## src/rtl/mlpf_pkg.sv

```systemverilog
package mlpf_pkg;

  localparam int unsigned MAX_LAYERS  = 4;
  localparam int unsigned MAX_WIDTH   = 16;
  localparam int unsigned SIG_ENTRIES = 256;
  localparam int unsigned QUEUE_DEPTH = 2;
  localparam int unsigned NUM_WREGS   = MAX_LAYERS + 1;

  localparam int unsigned LAY_W   = $clog2(MAX_LAYERS);
  localparam int unsigned IDX_W   = $clog2(MAX_WIDTH);
  localparam int unsigned CNT_W   = $clog2(MAX_WIDTH + 1);
  localparam int unsigned NL_W    = $clog2(MAX_LAYERS + 1);
  localparam int unsigned SIG_W   = $clog2(SIG_ENTRIES);
  localparam int unsigned VAL_W   = 16;
  localparam int unsigned ACT_W   = 13;
  localparam int unsigned PROD_W  = 32;
  localparam int unsigned ACC_W   = 37;
  localparam int unsigned CFG_IDX_W  = 3;
  localparam int unsigned CFG_DATA_W = 5;

  typedef enum logic [1:0] {
    OP_LOAD_W = 2'd0,
    OP_LOAD_B = 2'd1,
    OP_LOAD_A = 2'd2,
    OP_RUN    = 2'd3
  } cmd_op_e;

  typedef enum logic [CFG_IDX_W-1:0] {
    CFG_LAYER_COUNT = 3'd0,
    CFG_WIDTH_L0    = 3'd1,
    CFG_WIDTH_L1    = 3'd2,
    CFG_WIDTH_L2    = 3'd3,
    CFG_WIDTH_L3    = 3'd4,
    CFG_WIDTH_L4    = 3'd5
  } cfg_idx_e;

  typedef enum logic [2:0] {
    B_IDLE,
    B_BIAS,
    B_MAC,
    B_DRAIN,
    B_ACT
  } back_state_e;

  typedef struct packed {
    logic [1:0]        opcode;
    logic [1:0]        layer_sel;
    logic [3:0]        row_sel;
    logic [3:0]        col_sel;
    logic signed [15:0] load_value;
  } in_item_t;

  typedef struct packed {
    logic [3:0]  out_index;
    logic [12:0] out_value;
    logic        out_last;
  } out_item_t;

  typedef struct packed {
    cmd_op_e          op;
    logic [LAY_W-1:0] layer;
    logic [IDX_W-1:0] row;
    logic [IDX_W-1:0] col;
    logic [VAL_W-1:0] value;
  } cmd_t;

  // clamped configuration seen by the engine
  typedef struct packed {
    logic [NL_W-1:0]                  num_layers;
    logic [NUM_WREGS-1:0][CNT_W-1:0]  widths;
  } cfg_t;

  typedef logic [SIG_ENTRIES-1:0][ACT_W-1:0] sig_rom_t;

  localparam longint unsigned Q30_ONE = 64'd1 << 30;

  function automatic longint unsigned exp_neg_q30(longint unsigned t);
    longint unsigned u, u2, u3, u4, y;
    u  = t << 10;
    u2 = (u * u) >> 30;
    u3 = (u2 * u) >> 30;
    u4 = (u3 * u) >> 30;
    y  = Q30_ONE - u + u2 / 2 - u3 / 6 + u4 / 24;
    for (int n = 0; n < 8; n++) begin
      y = (y * y) >> 30;
    end
    return y;
  endfunction

  // restoring long division, used only while building the table
  function automatic longint unsigned udiv_u64(longint unsigned n, longint unsigned d);
    longint unsigned q, r;
    q = '0;
    r = '0;
    for (int b = 63; b >= 0; b--) begin
      r = {r[62:0], n[b]};
      if (r >= d) begin
        r    = r - d;
        q[b] = 1'b1;
      end
    end
    return q;
  endfunction

  // elaboration-time sigmoid table over bin midpoints of [-8,8)
  function automatic sig_rom_t build_sig_rom();
    sig_rom_t rom;
    longint m;
    longint unsigned t, e, den, num;
    for (int i = 0; i < SIG_ENTRIES; i++) begin
      m   = -32768 + longint'((longint'(2 * i + 1) * 65536) / (2 * SIG_ENTRIES));
      t   = (m < 0) ? longint'(-m) : longint'(m);
      e   = exp_neg_q30(t);
      den = Q30_ONE + e;
      num = (m >= 0) ? Q30_ONE : e;
      rom[i] = ACT_W'(udiv_u64((num << 12) + (den >> 1), den));
    end
    return rom;
  endfunction

endpackage

```

## src/rtl/mlpf_queue.sv

```systemverilog
module mlpf_queue (
  input  logic           clk_i,
  input  logic           rst_ni,
  input  logic           push_valid_i,
  output logic           push_ready_o,
  input  mlpf_pkg::cmd_t push_cmd_i,
  output logic           pop_valid_o,
  input  logic           pop_i,
  output mlpf_pkg::cmd_t pop_cmd_o
);

  localparam int unsigned PTR_W = $clog2(mlpf_pkg::QUEUE_DEPTH);
  localparam int unsigned CNT_W = $clog2(mlpf_pkg::QUEUE_DEPTH + 1);

  mlpf_pkg::cmd_t         slots_q [mlpf_pkg::QUEUE_DEPTH];
  logic [PTR_W-1:0]       wr_ptr_q, wr_ptr_d, rd_ptr_q, rd_ptr_d;
  logic [CNT_W-1:0]       count_q, count_d;
  logic                   do_push, do_pop;

  assign push_ready_o = (count_q != CNT_W'(mlpf_pkg::QUEUE_DEPTH));
  assign pop_valid_o  = (count_q != '0);
  assign pop_cmd_o    = slots_q[rd_ptr_q];
  assign do_push      = push_valid_i && push_ready_o;
  assign do_pop       = pop_i && pop_valid_o;

  always_comb begin
    wr_ptr_d = wr_ptr_q;
    rd_ptr_d = rd_ptr_q;
    count_d  = count_q;
    if (do_push) begin
      wr_ptr_d = (wr_ptr_q == PTR_W'(mlpf_pkg::QUEUE_DEPTH - 1)) ? '0 : wr_ptr_q + 1'b1;
    end
    if (do_pop) begin
      rd_ptr_d = (rd_ptr_q == PTR_W'(mlpf_pkg::QUEUE_DEPTH - 1)) ? '0 : rd_ptr_q + 1'b1;
    end
    if (do_push && !do_pop) begin
      count_d = count_q + 1'b1;
    end else if (do_pop && !do_push) begin
      count_d = count_q - 1'b1;
    end
  end

  always_ff @(posedge clk_i or negedge rst_ni) begin
    if (!rst_ni) begin
      wr_ptr_q <= '0;
      rd_ptr_q <= '0;
      count_q  <= '0;
    end else begin
      wr_ptr_q <= wr_ptr_d;
      rd_ptr_q <= rd_ptr_d;
      count_q  <= count_d;
    end
  end

  always_ff @(posedge clk_i) begin
    if (do_push) begin
      slots_q[wr_ptr_q] <= push_cmd_i;
    end
  end

endmodule

```

## config.mk

```make
export PLATFORM = sky130hd
export DESIGN_NAME = mlpf_queue
export DESIGN_NICKNAME = d
export VERILOG_FILES = /design/src/rtl/mlpf_pkg.sv /design/src/rtl/mlpf_queue.sv
export SDC_FILE = /design/constraint.sdc
export NUM_CORES = 1
export LEC_CHECK = 0
export ABC_CLOCK_PERIOD_IN_PS = 3500
export BUFFER_PORTS_ARGS = -buffer_cell sky130_fd_sc_hd__buf_2
export CAP_MARGIN = 20
export CORE_MARGIN = 5
export CORE_UTILIZATION = 30
export DETAILED_ROUTE_END_ITERATION = 10
export PLACE_DENSITY = 0.58
export SYNTH_ARGS = -nofsm -noshare
export SYNTH_HDL_FRONTEND = slang
export SYNTH_SLANG_ARGS = --single-unit
```

## constraint.sdc

```tcl
create_clock -name clk_i -period 3.5 [get_ports clk_i]
set_input_delay 0.35 -clock clk_i [delete_from_list [all_inputs] [get_ports clk_i]]
set_output_delay 0.35 -clock clk_i [all_outputs]
set_load 0.01 [all_outputs]
```

==> out/results.tsv <==
metric	value	unit
maxCapViolations	0	
setup_viol	0	
grt_pass1_wl	6175	um
hp-start	push_cmd_i[8]	
worstPathCellList	buf_4, mux2_2, buf_2	
yosysTopAreaCellShare	74.34	%
synth-seq-cells	60	
vias_per_cell	4.121	
drcViolationCount	0	
timing.rr.start	count_q[0]	
io_pins	62	
synthDistinctLibCells	16	
clkLatencyLatePin	0.32	ns
synth.cell_area	2262	um^2
cts_sinks	60	
cts_resized	0	
rows	31	
hp-class	input pin to flop	
portBuffers	61	
initial_core_util	31.02	%
synth_top_area_cell	edfxtp_1	
drive_above_1_share	57.92	%
seq_area_frac_synth	78.76	%
worst-slew-pin-transition	0.4315	ns
path_clk_slew	0.07	ns
cts_tree	built	
rr_endpoint	slots_q[0][19]	
maxSlewViolCount	0	
wl_per_cell	13.98	um
p_per_area	834.8	nW/um^2
die_x	96.84	um
path_delay_family	buffers and inverters	
slew_headroom	71.23	%
die_h	96.84	um
dp_slack	1.831	ns
antenna_left	0	
drtPass1Iterations	3	
finalClockSkew	0.002694	ns
layout_worst_path_cycle_share	56.85	%
slowest_delay	0.40	ns
status	finished clean	
layout_min_cycle_time	1.990	ns
avgSynthCellArea	21.54	um^2
layout.cells.non_filler	282	
fin_setup_tns	0	ns
fin_hold_ws	0.2128	ns
critPathBufInv	2	
cp.arrival	1.64	ns
min_path_cells	1	
placed_cells	265	
diodes	0	
layout_setup_ws	1.510	ns
cts_root_buf	clkbuf_8	
final.fill_count	701	
rsz0062_at_grt	no	
yosys_warnings	0	
cts_inserted_buffers	9	
grt_pass1_vias	1237	
die_area	9377	um^2
area_delta_synth_final	28.21	%
drtIter0Drc	27	
globalplace.congestion	0.6880	
vias	1162	
max_freq	0.5026	GHz
htreeDepth	3	
finalHoldViolations	0	
leakage	1.128	nW
grt_max_degree	29	
postSynthCellCount	105	
rrSetupSlack	2.01	ns
clock_path_buffers	2	
critical_path_class	flop to primary output	
overflow	0	
antenna_found_initial	0	
drt_wl_total	3942	um
crit_fanout	28	
worst_ir_drop_vdd	340.4	uV
cp_slowest_cell	buf_4	
synth.area.top_cells	edfxtp_1 74%, mux2_2 9.0%, mux2_4 6.6%	
reg2reg_depth	4	
core	7292	um^2
required	3.15	ns
syn_nets	138	
grt_usage	8.662	%
crit_path_start_kind	flop	
hold_path_end	slots_q[1][8]	
finalPower	2.421	mW
cp-end-kind	primary output	
nNetsFinal	211	
## cells in the final DEF (no fill, tap or decap), drive strengths merged
master and n:
and3 1, buf 64, bufinv 2, clkbuf 11, clkinv 2, clkinvlp 1, dfrtp 4, dlygate4sd3 1
edfxtp 56, ha 1, inv 1, mux2 28, nand2 2, nand2b 1, nor2 2, or2 1
xnor2 3, xor2 2
## flip-flops by register name, summed over array words and instances, names as in the netlist
name and cells:
slots_q 56, count_q 2, wr_ptr_q 1, rd_ptr_q 1
## repair_timing
item / in CTS / in global routing
buffers inserted: 0 / 0
hold endpoints to repair: 4 / 0
hold buffers: 1 / 0
## stage by stage
stage               util [%]  cell area, um^2
floorplan                  -             2262
global placement       36.79             2683
detailed placement     36.79             2683
CTS                    39.77             2900
global route           39.77             2900
finish                 39.77             2900
## how the worst max path moves through the flow
stage | cells past startpoint | slack [ns] | startpoint | endpoint
finish | 3 | 1.51 | rd_ptr_q | pop_cmd_o[14]
global route | 3 | 1.42 | rd_ptr_q | pop_cmd_o[14]
CTS | 3 | 1.45 | rd_ptr_q | pop_cmd_o[14]
detailed placement | 3 | 1.83 | rd_ptr_q | pop_cmd_o[14]
global placement | 3 | 1.84 | rd_ptr_q | pop_cmd_o[14]
floorplan | 3 | 1.20 | count_q[0] | slots_q[0][0]
## synth_stat cells, drive strengths merged
library cell  instances
or2                   1
inv                   1
and3                  1
xnor2                 3
xor2                  2
edfxtp               56
nand2                 2
dfrtp                 4
ha                    1
mux2                 28
nand2b                1
buf                   3
nor2                  2
## metal layers
metal	routed length (um)	part of all wire, %	global-route usage, %
met5	0	0	0
met1	1796	46	10.48
met4	69	1.8	5.508
met2	1839	47	12.85
met3	236	6.0	3.381
## logic make-up after synthesis
kind of cell             count (synthesis)  share of synthesized area (%)
buffers and inverters                    4                          1.659
flip-flops                              60                          78.76
XOR/XNOR                                 5                          1.936
multiplexers                            28                          15.60
AND/OR/NAND/NOR                          7                          1.494
adder cells (fa/ha/maj)                  1                         0.5530
## worst register-to-register path: stages, from the launching register on
cell and delay [ns]:
dfrtp_1 0.40, nand2b_1 0.16, nand2_1 0.12, nor2_2 0.09, buf_4 0.37
## where the power goes
group | leakage (nW) | switching, mW | total, mW | internal [mW]
sequential | 0.567 | 0.0524 | 1.04 | 0.987
combinational | 0.461 | 0.377 | 0.736 | 0.359
clock | 0.101 | 0.248 | 0.646 | 0.398
total | 1.13 | 0.678 | 2.42 | 1.74
## final cells by class
cell class	instances	area [um^2]	area share [%]
clock inverter	5	76.32	2.632
timing repair buffer	65	337.8	11.65
sequential	60	1782	61.43
clock buffer	11	131.4	4.530
inverter	1	3.754	0.1294
multi-input combinational	41	445.4	15.36
tap	99	123.9	4.271
No activity file was read; power rests on OpenSTA's default activity.
