File: src/rtl/mlpf_pkg.sv
package mlpf_pkg;

  localparam int unsigned MAX_LAYERS  = 4;
  localparam int unsigned MAX_WIDTH   = 16;
  localparam int unsigned SIG_ENTRIES = 256;
  localparam int unsigned QUEUE_DEPTH = 2;
  localparam int unsigned NUM_WREGS   = MAX_LAYERS + 1;

  localparam int unsigned LAY_W   = $clog2(MAX_LAYERS);
  localparam int unsigned IDX_W   = $clog2(MAX_WIDTH);
  localparam int unsigned CNT_W   = $clog2(MAX_WIDTH + 1);
  localparam int unsigned NL_W    = $clog2(MAX_LAYERS + 1);
  localparam int unsigned SIG_W   = $clog2(SIG_ENTRIES);
  localparam int unsigned VAL_W   = 16;
  localparam int unsigned ACT_W   = 13;
  localparam int unsigned PROD_W  = 32;
  localparam int unsigned ACC_W   = 37;
  localparam int unsigned CFG_IDX_W  = 3;
  localparam int unsigned CFG_DATA_W = 5;

  typedef enum logic [1:0] {
    OP_LOAD_W = 2'd0,
    OP_LOAD_B = 2'd1,
    OP_LOAD_A = 2'd2,
    OP_RUN    = 2'd3
  } cmd_op_e;

  typedef enum logic [CFG_IDX_W-1:0] {
    CFG_LAYER_COUNT = 3'd0,
    CFG_WIDTH_L0    = 3'd1,
    CFG_WIDTH_L1    = 3'd2,
    CFG_WIDTH_L2    = 3'd3,
    CFG_WIDTH_L3    = 3'd4,
    CFG_WIDTH_L4    = 3'd5
  } cfg_idx_e;

  typedef enum logic [2:0] {
    B_IDLE,
    B_BIAS,
    B_MAC,
    B_DRAIN,
    B_ACT
  } back_state_e;

  typedef struct packed {
    logic [1:0]        opcode;
    logic [1:0]        layer_sel;
    logic [3:0]        row_sel;
    logic [3:0]        col_sel;
    logic signed [15:0] load_value;
  } in_item_t;

  typedef struct packed {
    logic [3:0]  out_index;
    logic [12:0] out_value;
    logic        out_last;
  } out_item_t;

  typedef struct packed {
    cmd_op_e          op;
    logic [LAY_W-1:0] layer;
    logic [IDX_W-1:0] row;
    logic [IDX_W-1:0] col;
    logic [VAL_W-1:0] value;
  } cmd_t;

  // clamped configuration seen by the engine
  typedef struct packed {
    logic [NL_W-1:0]                  num_layers;
    logic [NUM_WREGS-1:0][CNT_W-1:0]  widths;
  } cfg_t;

  typedef logic [SIG_ENTRIES-1:0][ACT_W-1:0] sig_rom_t;

  localparam longint unsigned Q30_ONE = 64'd1 << 30;

  function automatic longint unsigned exp_neg_q30(longint unsigned t);
    longint unsigned u, u2, u3, u4, y;
    u  = t << 10;
    u2 = (u * u) >> 30;
    u3 = (u2 * u) >> 30;
    u4 = (u3 * u) >> 30;
    y  = Q30_ONE - u + u2 / 2 - u3 / 6 + u4 / 24;
    for (int n = 0; n < 8; n++) begin
      y = (y * y) >> 30;
    end
    return y;
  endfunction

  // restoring long division, used only while building the table
  function automatic longint unsigned udiv_u64(longint unsigned n, longint unsigned d);
    longint unsigned q, r;
    q = '0;
    r = '0;
    for (int b = 63; b >= 0; b--) begin
      r = {r[62:0], n[b]};
      if (r >= d) begin
        r    = r - d;
        q[b] = 1'b1;
      end
    end
    return q;
  endfunction

  // elaboration-time sigmoid table over bin midpoints of [-8,8)
  function automatic sig_rom_t build_sig_rom();
    sig_rom_t rom;
    longint m;
    longint unsigned t, e, den, num;
    for (int i = 0; i < SIG_ENTRIES; i++) begin
      m   = -32768 + longint'((longint'(2 * i + 1) * 65536) / (2 * SIG_ENTRIES));
      t   = (m < 0) ? longint'(-m) : longint'(m);
      e   = exp_neg_q30(t);
      den = Q30_ONE + e;
      num = (m >= 0) ? Q30_ONE : e;
      rom[i] = ACT_W'(udiv_u64((num << 12) + (den >> 1), den));
    end
    return rom;
  endfunction

endpackage

File: src/rtl/mlpf_front.sv
module mlpf_front (
  input  logic               clk_i,
  input  logic               rst_ni,
  input  logic               in_valid_i,
  output logic               in_stall_o,
  input  mlpf_pkg::in_item_t in_item_i,
  output logic               push_valid_o,
  input  logic               push_ready_i,
  output mlpf_pkg::cmd_t     push_cmd_o
);

  logic           cmd_valid_q, cmd_valid_d;
  mlpf_pkg::cmd_t cmd_q, cmd_d;
  logic           accept;

  assign in_stall_o   = cmd_valid_q && !push_ready_i;
  assign accept       = in_valid_i && !in_stall_o;
  assign push_valid_o = cmd_valid_q;
  assign push_cmd_o   = cmd_q;

  // decode the raw item into an engine command
  always_comb begin
    cmd_d       = cmd_q;
    cmd_valid_d = cmd_valid_q;
    if (cmd_valid_q && push_ready_i) begin
      cmd_valid_d = 1'b0;
    end
    if (accept) begin
      cmd_valid_d = 1'b1;
      cmd_d.op    = mlpf_pkg::cmd_op_e'(in_item_i.opcode);
      cmd_d.layer = in_item_i.layer_sel;
      cmd_d.row   = in_item_i.row_sel;
      cmd_d.col   = in_item_i.col_sel;
      cmd_d.value = in_item_i.load_value;
    end
  end

  always_ff @(posedge clk_i or negedge rst_ni) begin
    if (!rst_ni) begin
      cmd_valid_q <= 1'b0;
    end else begin
      cmd_valid_q <= cmd_valid_d;
    end
  end

  always_ff @(posedge clk_i) begin
    cmd_q <= cmd_d;
  end

endmodule

File: config.mk
export PLATFORM = sky130hd
export DESIGN_NAME = mlpf_front
export DESIGN_NICKNAME = d
export VERILOG_FILES = /design/src/rtl/mlpf_pkg.sv /design/src/rtl/mlpf_front.sv
export SDC_FILE = /design/constraint.sdc
export NUM_CORES = 1
export LEC_CHECK = 0
export BUFFER_PORTS_ARGS = -buffer_cell sky130_fd_sc_hd__buf_2
export CAP_MARGIN = 20
export CELL_PAD_IN_SITES_DETAIL_PLACEMENT = 0
export CELL_PAD_IN_SITES_GLOBAL_PLACEMENT = 2
export CORE_MARGIN = 2
export CORE_UTILIZATION = 27
export CTS_BUF_LIST = sky130_fd_sc_hd__clkbuf_16
export CTS_CLUSTER_DIAMETER = 50
export DETAILED_ROUTE_END_ITERATION = 8
export PLACE_DENSITY = 0.76
export SYNTH_ARGS = -nofsm -noshare
export SYNTH_HDL_FRONTEND = slang
export SYNTH_SLANG_ARGS = --single-unit
File: constraint.sdc
create_clock -name clk_i -period 2.9 [get_ports clk_i]
set_clock_uncertainty 0.05 [all_clocks]
set_input_delay 0.29 -clock clk_i [delete_from_list [all_inputs] [get_ports clk_i]]
set_output_delay 0.29 -clock clk_i [all_outputs]
set_load 0.1 [all_outputs]
==> impl_metrics.xml <==
<?xml version="1.0" encoding="UTF-8"?>
<metrics>
  <group name="yosys">
    <metric name="number_of_instances_in_the_synthesized_netlist" unit="">33</metric>
    <metric name="yosysMostFrequentCell" unit="">edfxtp_1</metric>
    <metric name="synth_area" unit="um^2">898</metric>
    <metric name="netlist.area_leader.share" unit="%">93.6</metric>
    <metric name="postSynthRegisterBits" unit="">29</metric>
    <metric name="yosysTopAreaCell" unit="">edfxtp_1</metric>
    <metric name="synth.yosys.warnings" unit="">0</metric>
    <metric name="postSynthNetCount" unit="">65</metric>
    <metric name="yosysUniqueCellTypes" unit="">6</metric>
    <metric name="synth_area_leaders" unit="">edfxtp_1 (94%), dfrtp_1 (2.8%), nand2b_4 (1.5%)</metric>
    <metric name="synth-edff-count" unit="">28</metric>
    <metric name="synthFlopType" unit="">edfxtp_1</metric>
    <metric name="post_synth_arst_share" unit="%">3.45</metric>
    <metric name="seq_area_frac_synth" unit="%">96.4</metric>
    <metric name="avgSynthCellArea" unit="um^2">27.2</metric>
  </group>
  <group name="min_path">
    <metric name="hold-path-cell-count" unit="">1</metric>
    <metric name="hold_path_startpoint" unit="">in_item_i[17]</metric>
    <metric name="worstHoldEndpoint" unit="">push_cmd_o[17]</metric>
    <metric name="hold_path.class" unit="">input port to flop</metric>
  </group>
  <group name="clock_network">
    <metric name="clk_pin_slew" unit="ns">0.05</metric>
    <metric name="cts.sinks" unit="">29</metric>
    <metric name="clock_tree.root_cell" unit="">clkbuf_16</metric>
    <metric name="ctsHtreeMaxLevel" unit="">2</metric>
    <metric name="cts.repair.resized" unit="">0</metric>
    <metric name="cts_tree" unit="">yes</metric>
    <metric name="clock_path_buffers" unit="">2</metric>
    <metric name="cts_made_buffers" unit="">5</metric>
    <metric name="clock_latency_at_the_later_pin_of_the_worst_skew_pair" unit="ns">0.26</metric>
  </group>
  <group name="finish">
    <metric name="layout-drive-gt1-share" unit="%">68.0</metric>
    <metric name="flow.area_growth_from_synthesis" unit="%">56.7</metric>
    <metric name="number_of_nets_in_the_layout" unit="">134</metric>
    <metric name="final_cell_area" unit="um^2">1410</metric>
    <metric name="fillerInstances" unit="">302</metric>
    <metric name="insertedDiodeCount" unit="">0</metric>
  </group>
  <group name="setup_path">
    <metric name="worstReg2RegStart" unit="">push_valid_o</metric>
    <metric name="regToRegSetupSlack" unit="ns">1.66</metric>
    <metric name="critical_path.reg2reg.endpoint" unit="">push_cmd_o[18]</metric>
    <metric name="worstRegToRegCells" unit="">2</metric>
    <metric name="worst_ep_arrival_time" unit="ns">1.16</metric>
    <metric name="end_kind" unit="">output pin</metric>
    <metric name="critPathLaunchType" unit="">flop</metric>
    <metric name="critical_path_class" unit="">flop to output pin</metric>
    <metric name="timing.critical_path.fanout_max" unit="">3</metric>
    <metric name="setup.worst_path.start" unit="">push_valid_o</metric>
    <metric name="cp_data_required_time" unit="ns">2.56</metric>
  </group>
  <group name="routing">
    <metric name="detail_route.iter0.violations" unit="">2</metric>
    <metric name="wl" unit="um">1630</metric>
    <metric name="routed-via-count" unit="">573</metric>
    <metric name="avgRoutedWirePerCell" unit="um">11.1</metric>
    <metric name="drtAntennaViolNets" unit="">0</metric>
    <metric name="detailedRoute.firstPassIterationCount" unit="">2</metric>
    <metric name="route.detailed.drc" unit="">0</metric>
    <metric name="routed_via_density" unit="">3.90</metric>
  </group>
  <group name="sta">
    <metric name="hold_violations" unit="">0</metric>
    <metric name="report.final.slew_viol_count" unit="">0</metric>
    <metric name="max-slew-margin-rel" unit="%">67.2</metric>
    <metric name="tightestPinTransition" unit="ns">0.495</metric>
    <metric name="timing.final.crit_period" unit="ns">1.50</metric>
    <metric name="timing.final.crit_share" unit="%">51.6</metric>
    <metric name="max_clock_freq" unit="MHz">668</metric>
    <metric name="grt_setup_unrepaired" unit="">false</metric>
    <metric name="setup_violating_endpoint_count_in_the_final_report" unit="">0</metric>
    <metric name="final_critical_path_setup_slack" unit="ns">1.40</metric>
    <metric name="totalNegativeSetupSlack" unit="ns">0</metric>
  </group>
  <group name="floorplan">
    <metric name="die_y" unit="um">61.7</metric>
    <metric name="initial_core_utilization" unit="%">29.0</metric>
    <metric name="floorplan.die_area" unit="um^2">3800</metric>
    <metric name="rows" unit="">20</metric>
    <metric name="core_area" unit="um^2">3100</metric>
    <metric name="die_w" unit="um">61.7</metric>
    <metric name="boundaryPins" unit="">62</metric>
  </group>
  <group name="pwr">
    <metric name="switching_share" unit="%">29.4</metric>
    <metric name="power_per_cell_area" unit="nW/um^2">836</metric>
    <metric name="power.static_leakage" unit="nW">0.619</metric>
    <metric name="seq_power_share" unit="%">42.0</metric>
    <metric name="power.clock.fraction" unit="%">39.1</metric>
    <metric name="p_switching" unit="W">0.000346</metric>
    <metric name="p_comb_share" unit="%">18.9</metric>
    <metric name="cell_internal_pwr" unit="W">0.000830</metric>
    <metric name="peak_vdd_ir" unit="mV">0.323</metric>
  </group>
  <group name="grt">
    <metric name="gr-total-overflow" unit="">0</metric>
    <metric name="via_count_of_the_first_global_routing_pass" unit="">491</metric>
    <metric name="grt_first_pass_wirelength" unit="um">2130</metric>
    <metric name="grt_start_max_net_pins" unit="">29</metric>
    <metric name="antenna_found_initial" unit="">0</metric>
    <metric name="grt.total_usage" unit="%">8.57</metric>
  </group>
  <group name="placed_design">
    <metric name="numPortBuffers" unit="">61</metric>
    <metric name="dpl-instance-area" unit="um^2">1260</metric>
    <metric name="placement.setup.worst_slack" unit="ns">1.58</metric>
    <metric name="place_congestion" unit="">0.559</metric>
  </group>
  <group name="run">
    <metric name="max_cap_viol_count" unit="">0</metric>
  </group>
  <group name="run_status">
    <metric name="status" unit="">complete, no violations</metric>
  </group>
</metrics>
-- per-layer routing --
layer | up-vias | part of all wire [%] | track usage [%] | routed length [um]
met3 | 4 | 18 | 5.67 | 292
li1 | 266 | - | - | -
met1 | 258 | 33 | 7.50 | 532
met4 | 0 | 2.5 | 7.29 | 41
met5 | - | 0 | 0 | 0
met2 | 45 | 47 | 13.4 | 762
-- area by class of cell --
class                           instances  area (um^2)  share of cell area [%]
Sequential cell                        29          866                    61.5
Timing Repair Buffer                   62          315                    22.4
Clock buffer                            5          125                    8.89
Tap cell                               44         55.1                    3.91
Multi-Input combinational cell          3         28.8                    2.04
Clock inverter                          3         13.8                   0.978
Inverter                                1         3.75                   0.267
-- how the worst max path moves through the flow --
stage | end | slack (ns) | depth (start not counted)
2_1_floorplan | in_stall_o | 0.92 | 2
3_3_place_gp | in_stall_o | 1.59 | 4
3_5_place_dp | in_stall_o | 1.58 | 4
4_1_cts | in_stall_o | 1.38 | 3
5_1_grt | in_stall_o | 1.34 | 3
6_report | in_stall_o | 1.40 | 3
-- power by group through the flow --
stage               Sequential (W)  Combinational, W  Clock [W]
floorplan                 0.000663         0.0000184          0
global placement          0.000502          0.000221          0
detailed placement        0.000502          0.000223          0
CTS                       0.000494          0.000224   0.000478
global route              0.000496          0.000230   0.000494
finish                    0.000494          0.000222   0.000460
-- flip-flops by register name, indices dropped and copies added (netlist names) --
signal,flops
push_cmd_o,28
push_valid_o,1
-- stage by stage --
| stage | utilization [%] | hold slack (ns) | total power [W] | std cells |
|---|---|---|---|---|
| CTS | 45.4 | 0.142 | 0.00120 | 147 |
| global placement | 40.6 | 0.0152 | 0.000723 | 138 |
| finish | 45.4 | 0.150 | 0.00118 | 147 |
| detailed placement | 40.6 | 0.0159 | 0.000725 | 138 |
| floorplan | - | -0.0556 | 0.000681 | 33 |
| global route | 45.4 | 0.142 | 0.00122 | 147 |
-- critical path: stages, from the launching register on --
cell and delay (ns):
dfrtp_1 0.37, nand2b_4 0.07, inv_1 0.04, buf_2 0.41
-- repair_timing --
action | in CTS | in global routing
buffers inserted | 0 | 0
hold buffers | 1 | 0
endpoints found under the hold margin | 1 | 0
-- logic make-up after synthesis --
group / synth area share, %
buf+inv: 0.417
flops: 96.4
simple gates: 3.20
-- cells in the final DEF (no fill, tap or decap) --
cell,n
buf_2,61
and2_4,1
inv_1,2
edfxtp_1,28
nand2b_4,1
nand2b_1,1
clkinv_2,2
clkbuf_16,5
dlygate4sd3_1,1
dfrtp_1,1
No activity file was read; power rests on OpenSTA's default activity.
